## src/rtl/sas_pkg.sv

```systemverilog
`timescale 1ns / 1ps
// ----------------------------------------------------------------------------
// SPI converter scan sequencer package
// Shared constants, codes and beat types for the scan sequencer.
// ----------------------------------------------------------------------------
package sas_pkg;

    localparam int TableDepth = 8;
    localparam int ChanW      = $clog2(TableDepth);
    localparam int CountW     = 4;
    localparam int FuncW      = 2;
    localparam int ByteW      = 8;
    localparam int SelW       = 4;
    localparam int ResultW    = 10;
    localparam int UpperW     = ResultW - ByteW;
    localparam int PhaseW     = 2;

    localparam logic [FuncW-1:0] FUNC_START = 2'd0;
    localparam logic [FuncW-1:0] FUNC_BYTE  = 2'd1;
    localparam logic [FuncW-1:0] FUNC_READ  = 2'd2;

    localparam logic [PhaseW-1:0] PH_IDLE  = 2'd0;
    localparam logic [PhaseW-1:0] PH_START = 2'd1;
    localparam logic [PhaseW-1:0] PH_CONF  = 2'd2;
    localparam logic [PhaseW-1:0] PH_READ  = 2'd3;

    localparam logic [ByteW-1:0]  BYTE_START     = 8'h01;
    localparam logic [ByteW-1:0]  BYTE_CONF_BASE = 8'h80;
    localparam logic [ByteW-1:0]  BYTE_DUMMY     = 8'h00;
    localparam logic [CountW-1:0] COUNT_RESET    = 4'd8;

    typedef struct packed {
        logic [FuncW-1:0] func;
        logic [ByteW-1:0] rx_byte;
        logic [SelW-1:0]  channel;
    } t_item;

    typedef struct packed {
        logic               send_valid;
        logic [ByteW-1:0]   send_byte;
        logic               select_active;
        logic [ResultW-1:0] read_value;
        logic               busy_res;
        logic               scan_done;
    } t_result;

endpackage

```

## src/rtl/sas_engine.sv

```systemverilog
`timescale 1ns / 1ps
// ----------------------------------------------------------------------------
// Scan sequencer engine
// Holds the exchange state and result table and computes one result per beat.
// ----------------------------------------------------------------------------
module sas_engine (
    input  logic                       i_clk,
    input  logic                       i_rst_n,
    input  logic                       i_valid,
    input  sas_pkg::t_item             i_item,
    input  logic [sas_pkg::CountW-1:0] i_scan_count,
    output sas_pkg::t_result           o_result
);

    logic [sas_pkg::PhaseW-1:0]  r_phase, n_phase;
    logic [sas_pkg::ChanW-1:0]   r_scan_channel, n_scan_channel;
    logic [sas_pkg::UpperW-1:0]  r_upper_bits, n_upper_bits;
    logic                        r_select, n_select;
    logic [sas_pkg::ResultW-1:0] r_table [sas_pkg::TableDepth];

    logic                        table_we;
    logic [sas_pkg::ResultW-1:0] table_wdata;
    logic [sas_pkg::CountW-1:0]  eff_count;
    logic [sas_pkg::CountW-1:0]  next_idx;
    sas_pkg::t_result            res;

    always_comb begin
        if (i_scan_count == '0) begin
            eff_count = sas_pkg::CountW'(1);
        end else if (i_scan_count > sas_pkg::CountW'(sas_pkg::TableDepth)) begin
            eff_count = sas_pkg::CountW'(sas_pkg::TableDepth);
        end else begin
            eff_count = i_scan_count;
        end
        next_idx = sas_pkg::CountW'(r_scan_channel) + sas_pkg::CountW'(1);
    end

    always_comb begin
        n_phase        = r_phase;
        n_scan_channel = r_scan_channel;
        n_upper_bits   = r_upper_bits;
        n_select       = r_select;
        table_we       = 1'b0;
        table_wdata    = {r_upper_bits, i_item.rx_byte};
        res            = '0;
        case (i_item.func)
            sas_pkg::FUNC_START: begin
                if (r_phase == sas_pkg::PH_IDLE) begin
                    n_phase        = sas_pkg::PH_START;
                    n_select       = 1'b1;
                    res.send_valid = 1'b1;
                    res.send_byte  = sas_pkg::BYTE_START;
                end
            end
            sas_pkg::FUNC_BYTE: begin
                unique case (r_phase)
                    sas_pkg::PH_START: begin
                        res.send_valid = 1'b1;
                        res.send_byte  = sas_pkg::BYTE_CONF_BASE
                                         | (sas_pkg::ByteW'(r_scan_channel) << 4);
                        n_phase        = sas_pkg::PH_CONF;
                    end
                    sas_pkg::PH_CONF: begin
                        n_upper_bits   = i_item.rx_byte[sas_pkg::UpperW-1:0];
                        res.send_valid = 1'b1;
                        res.send_byte  = sas_pkg::BYTE_DUMMY;
                        n_phase        = sas_pkg::PH_READ;
                    end
                    sas_pkg::PH_READ: begin
                        table_we = 1'b1;
                        n_select = 1'b0;
                        if (next_idx >= eff_count) begin
                            n_phase        = sas_pkg::PH_IDLE;
                            n_scan_channel = '0;
                            res.scan_done  = 1'b1;
                        end else begin
                            n_scan_channel = next_idx[sas_pkg::ChanW-1:0];
                            n_phase        = sas_pkg::PH_START;
                            n_select       = 1'b1;
                            res.send_valid = 1'b1;
                            res.send_byte  = sas_pkg::BYTE_START;
                        end
                    end
                    default: begin
                    end
                endcase
            end
            sas_pkg::FUNC_READ: begin
                if (i_item.channel < sas_pkg::SelW'(sas_pkg::TableDepth)) begin
                    res.read_value = r_table[i_item.channel[sas_pkg::ChanW-1:0]];
                end
            end
            default: begin
            end
        endcase
        res.select_active = n_select;
        res.busy_res      = (n_phase != sas_pkg::PH_IDLE);
    end

    always_ff @(posedge i_clk) begin
        if (!i_rst_n) begin
            r_phase        <= sas_pkg::PH_IDLE;
            r_scan_channel <= '0;
            r_upper_bits   <= '0;
            r_select       <= 1'b0;
            for (int k = 0; k < sas_pkg::TableDepth; k++) begin
                r_table[k] <= '0;
            end
        end else if (i_valid) begin
            r_phase        <= n_phase;
            r_scan_channel <= n_scan_channel;
            r_upper_bits   <= n_upper_bits;
            r_select       <= n_select;
            if (table_we) begin
                r_table[r_scan_channel] <= table_wdata;
            end
        end
    end

    assign o_result = res;

endmodule

```

## src/rtl/spi_adc_scan_sequencer.sv

```systemverilog
`timescale 1ns / 1ps
// ----------------------------------------------------------------------------
// SPI converter scan sequencer
// Steps an external 10-bit converter through a channel scan, one event a beat.
// ----------------------------------------------------------------------------
// Every input beat (start, byte finished, or read) yields exactly one output
// beat. The block takes one beat per clock cycle while the output side is not
// stalled; a beat passes an input register and the result register before its
// result is offered. The scan length register should be written only while no
// beat is in flight.
module spi_adc_scan_sequencer (
    input  logic                       i_clk,
    input  logic                       i_rst_n,
    input  logic                       i_cfg_wr_en,
    input  logic [sas_pkg::CountW-1:0] i_cfg_wr_data,
    input  logic                       i_s_tvalid,
    output logic                       o_s_tready,
    // Fields from bit 0: rx_byte[7:0], channel[11:8], zero fill.
    input  logic [15:0]                i_s_tdata,
    // Fields from bit 0: func[1:0].
    input  logic [sas_pkg::FuncW-1:0]  i_s_tuser,
    output logic                       o_m_tvalid,
    input  logic                       i_m_tready,
    // Fields from bit 0: send_valid[0], send_byte[8:1], select_active[9],
    // read_value[19:10], busy_res[20], zero fill.
    output logic [23:0]                o_m_tdata,
    // Carries scan_done.
    output logic                       o_m_tlast
);

    logic [sas_pkg::CountW-1:0] r_scan_count;
    logic                       r_in_valid;
    sas_pkg::t_item             r_in;
    logic                       r_out_valid;
    sas_pkg::t_result           r_out;
    sas_pkg::t_result           result;
    logic                       advance;

    assign advance    = r_in_valid && (!r_out_valid || i_m_tready);
    assign o_s_tready = !r_in_valid || advance;

    always_ff @(posedge i_clk) begin
        if (!i_rst_n) begin
            r_scan_count <= sas_pkg::COUNT_RESET;
        end else if (i_cfg_wr_en) begin
            r_scan_count <= i_cfg_wr_data;
        end
    end

    always_ff @(posedge i_clk) begin
        if (!i_rst_n) begin
            r_in_valid <= 1'b0;
        end else if (o_s_tready) begin
            r_in_valid <= i_s_tvalid;
        end
    end

    always_ff @(posedge i_clk) begin
        if (i_s_tvalid && o_s_tready) begin
            r_in.func    <= i_s_tuser;
            r_in.rx_byte <= i_s_tdata[7:0];
            r_in.channel <= i_s_tdata[11:8];
        end
    end

    sas_engine u_engine (
        .i_clk        (i_clk),
        .i_rst_n      (i_rst_n),
        .i_valid      (advance),
        .i_item       (r_in),
        .i_scan_count (r_scan_count),
        .o_result     (result)
    );

    always_ff @(posedge i_clk) begin
        if (!i_rst_n) begin
            r_out_valid <= 1'b0;
        end else if (advance) begin
            r_out_valid <= 1'b1;
        end else if (i_m_tready) begin
            r_out_valid <= 1'b0;
        end
    end

    always_ff @(posedge i_clk) begin
        if (advance) begin
            r_out <= result;
        end
    end

    assign o_m_tvalid = r_out_valid;
    assign o_m_tdata  = {3'b000, r_out.busy_res, r_out.read_value, r_out.select_active,
                         r_out.send_byte, r_out.send_valid};
    assign o_m_tlast  = r_out.scan_done;

    a_done_idle: assert property (@(posedge i_clk) disable iff (!i_rst_n)
        (r_out_valid && r_out.scan_done) |-> !r_out.busy_res)
        else $error("scan done reported while still busy");

    a_select_busy: assert property (@(posedge i_clk) disable iff (!i_rst_n)
        r_out_valid |-> (r_out.select_active == r_out.busy_res))
        else $error("chip select level disagrees with busy status");

    a_send_selected: assert property (@(posedge i_clk) disable iff (!i_rst_n)
        (r_out_valid && r_out.send_valid) |-> r_out.select_active)
        else $error("byte sent with chip select released");

    a_read_quiet: assert property (@(posedge i_clk) disable iff (!i_rst_n)
        (r_out_valid && (r_out.read_value != '0)) |-> !r_out.send_valid)
        else $error("read result and byte send in the same beat");

endmodule
```

## config.mk

```make
export PLATFORM = sky130hd
export DESIGN_NAME = spi_adc_scan_sequencer
export DESIGN_NICKNAME = d
export VERILOG_FILES = /design/src/rtl/sas_pkg.sv /design/src/rtl/sas_engine.sv /design/src/rtl/spi_adc_scan_sequencer.sv
export SDC_FILE = /design/constraint.sdc
export NUM_CORES = 1
export LEC_CHECK = 0
export ABC_CLOCK_PERIOD_IN_PS = 8100
export BUFFER_PORTS_ARGS = -buffer_cell sky130_fd_sc_hd__buf_2
export CAP_MARGIN = 10
export CORE_MARGIN = 5
export CORE_UTILIZATION = 45
export CTS_BUF_LIST = sky130_fd_sc_hd__clkbuf_2
export CTS_CLUSTER_SIZE = 24
export DETAILED_ROUTE_END_ITERATION = 16
export GPL_ROUTABILITY_DRIVEN = 0
export PLACE_DENSITY = 0.68
export SLEW_MARGIN = 40
export SYNTH_ARGS = -nofsm -noshare
export SYNTH_HDL_FRONTEND = slang
export SYNTH_HIERARCHICAL = 1
export SYNTH_SLANG_ARGS = --single-unit
```

## constraint.sdc

```tcl
create_clock -name i_clk -period 8.1 [get_ports i_clk]
set_input_delay 0.405 -clock i_clk [delete_from_list [all_inputs] [get_ports i_clk]]
set_output_delay 0.405 -clock i_clk [all_outputs]
set_load 0.01 [all_outputs]
```

==> summary.txt <==
Layout
  • # fillers: 1095
  • Final instance area: between 6000 and 7000 µm²
  • Fin util: 0.527
  • Final nets: 499
  • Share of cells above drive strength 1: 0.250
  • Area grow syn2layout: 15.0%
  • N_diodes: 0
  • Commonest cells after routing, fill and taps aside: edfxtp_1, and2_1, buf_2, nor2_1, clkbuf_2
  • Fin cells: about 650
  • Commonest non-fill, non-tap cell in the layout: edfxtp_1

Place
  • DPL Wire Length: approximately 7300 µm
  • Setup WS pre-CTS: between 5 and 6 ns
  • Placed insts: 594
  • Post-DP Area: 6200 µm²
  • Buffers on Ports: 46

Critical path
  • CP Capture Type: flop
  • Startpoint Class: flop
  • CP Class: flop to flop
  • Crit-path max FO: 11
  • Critical path required time: 8.42 ns
  • Data arrival, critical path: 3.05 ns

Power and ir drop
  • Clock share of power: 0.312
  • Static leakage: around 2.6 nW
  • Pint: 0.975 mW
  • Sw Ratio: 0.223
  • Combinational Power Share: 0.071
  • NetSw: 0.279 mW
  • Sequential Power Share: 0.616
  • Total power: 1.25 mW
  • Power Density: 189 nW/µm²
  • VDD IR max: 0.102 mV

Synthesis
  • Syn avg cell area: around 15 µm²
  • Syn. warnings: 6
  • Number of synthesized flops with an enable pin: 116
  • Commonest register cell after synthesis: edfxtp_1
  • Post-Syn Area: 5790 µm²
  • Synth Register Bits: 130
  • Async SR Flop Fraction: 0
  • Cell variety after synth: 43
  • Synth Instances: 387
  • Sequential fraction of the synthesis area: 0.651

Job
  • Max cap viols: 0

GRT
  • Gr usage total: 0.159
  • Largest net degree at the start of global routing: 22
  • Global-route wire length before repair: 17700 µm
  • Initial antenna violation count: 0
  • Number of global-route vias before repair: between 3000 and 4000
  • Gr ovfl total: 0

Clocking
  • Post-CTS Setup Inserts: 0
  • Worst-path clk slew: 0.16 ns
  • Maximum root-to-sink buffer count: 2
  • CTS tree: yes
  • H-tree levels: 4
  • CTS root buf: clkbuf_2
  • Num CTS Buffers: 17
  • # clock sinks: 130
  • Clk Latency, worst-skew pair: roughly 0.68 ns

STA
  • Worst hold margin: 0.0960 ns
  • Final worst-path setup slack: 5.37 ns
  • RSZ-0062 raised after global routing: no
  • Setup violators final: 0
  • Setup TNS: 0 ns
  • Clk_skew: 0.0261 ns
  • Period minus WS final: 2.73 ns
  • Worst-Margin Slew: 0.670 ns
  • Max_slew headroom: 0.551
  • FMAX: around 0.37 GHz
  • Hold Fails Final Rpt: 0
  • Fin. max-slew vios: 0
  • Part of the cycle the worst path needs: 0.337

Routing
  • Vias per cell: 5.04
  • DR iter-0 viols: 219
  • DRC Markers: 0
  • Post-DRT Antenna Nets: 0
  • Pre-antenna DRT Iters: 4
  • DR WL/cell: 17.0 µm
  • DR vias: 3265
  • Total wire length: 11000 µm

Worst hold path
  • Hold Crit Class: input pin to flop

Floorplan
  • Die Width: 123 µm
  • Total core area: 12600 µm²
  • I/O Pins: 54
  • # rows: 41
  • Initial Util: 0.458
  • Die H: 123 µm
  • Die area: between 15000 and 20000 µm²

Outcome
  • Status: finished, final reports clean
## cell usage after synthesis, drive strengths merged (2+ instances only)
cell	n	area, µm²
nand2	11	41.3
inv	6	22.5
mux4	20	450
edfxtp	116	3480
o22ai	2	12.5
mux2i	18	180
ha	9	113
nor2b	7	51.3
a21oi	6	30.0
o211ai	2	15.0
o21a	3	22.5
nor3	3	25.0
and2	82	513
nor2	32	135
and3	4	25.0
dfxtp	14	280
buf	16	103
nand2b	5	31.3
o21ai	10	50.0
conb	2	7.51
clkbuf	4	15.0
nand4b	2	32.5
## repair_timing
item                                   CTS  global route
endpoints found under the hold margin   20             0
hold buffers                            22             0
gates resized for setup                  0             0
## kinds of logic after synthesis
group,count (synthesis),synth area share
AND/OR/NAND/NOR,151,0.159
flip-flops,130,0.651
multiplexers,38,0.109
AO/OA/AOI/OAI,30,0.0353
buffers and inverters,26,0.0242
adder cells (fa/ha/maj),9,0.0195
other,2,0.00130
XOR/XNOR,1,0.00151
## path summary, 6_finish.rpt
path	start	end	slack (ns)	cells after the start
min	i_cfg_wr_en	r_scan_count[1]	0.1	3
min reg2reg	r_scan_count[0]	r_scan_count[0]	0.54	2
max	u_engine/r_phase[1]	u_engine/r_table[0][9]	5.37	5
max reg2reg	u_engine/r_phase[1]	u_engine/r_table[0][9]	5.37	5
## critical path, stage by stage (launching register included)
cell	delay, ns
dfxtp_1	0.50
ha_1	0.25
and3b_2	0.30
nand4b_4	0.20
nor3_2	0.57
nand2b_1	0.55
## routing by layer
| layer | GRT usage | vias to the layer above | part of all wire |
|---|---|---|---|
| li1 | - | 1559 | - |
| met1 | 0.190 | 1594 | 0.41 |
| met2 | 0.270 | 96 | 0.52 |
| met3 | 0.0471 | 16 | 0.053 |
| met4 | 0.0630 | 0 | 0.016 |
| met5 | 0 | - | 0 |
## sequential cells by signal, indices dropped and copies added (netlist names)
name	cells
u_engine/r_table	80
o_m_tdata	21
r_in	14
r_scan_count	4
u_engine/r_scan_channel	3
u_engine/r_phase	2
u_engine/r_upper_bits	2
o_m_tlast	1
o_m_tvalid	1
r_in_valid	1
u_engine/r_select	1
## power by group through the flow
stage          sequential [mW]  combinational [mW]  clock, mW
4_1_cts                  0.774              0.0908      0.404
3_5_place_dp             0.789              0.0826          0
3_3_place_gp             0.789              0.0782          0
2_1_floorplan            0.783              0.0563          0
5_1_grt                  0.777              0.0982      0.439
6_report                 0.773              0.0893      0.392
## area by class of cell
| type | instances | area, µm² | area share |
|---|---|---|---|
| Sequential cell | 130 | 3760 | 0.566 |
| Tap cell | 172 | 215 | 0.0323 |
| Clock buffer | 23 | 115 | 0.0173 |
| Inverter | 6 | 22.5 | 0.00338 |
| Multi-Input combinational cell | 235 | 1920 | 0.289 |
| Timing Repair Buffer | 73 | 499 | 0.0750 |
| Clock inverter | 9 | 115 | 0.0173 |
Power figures use the tool's default switching activity.
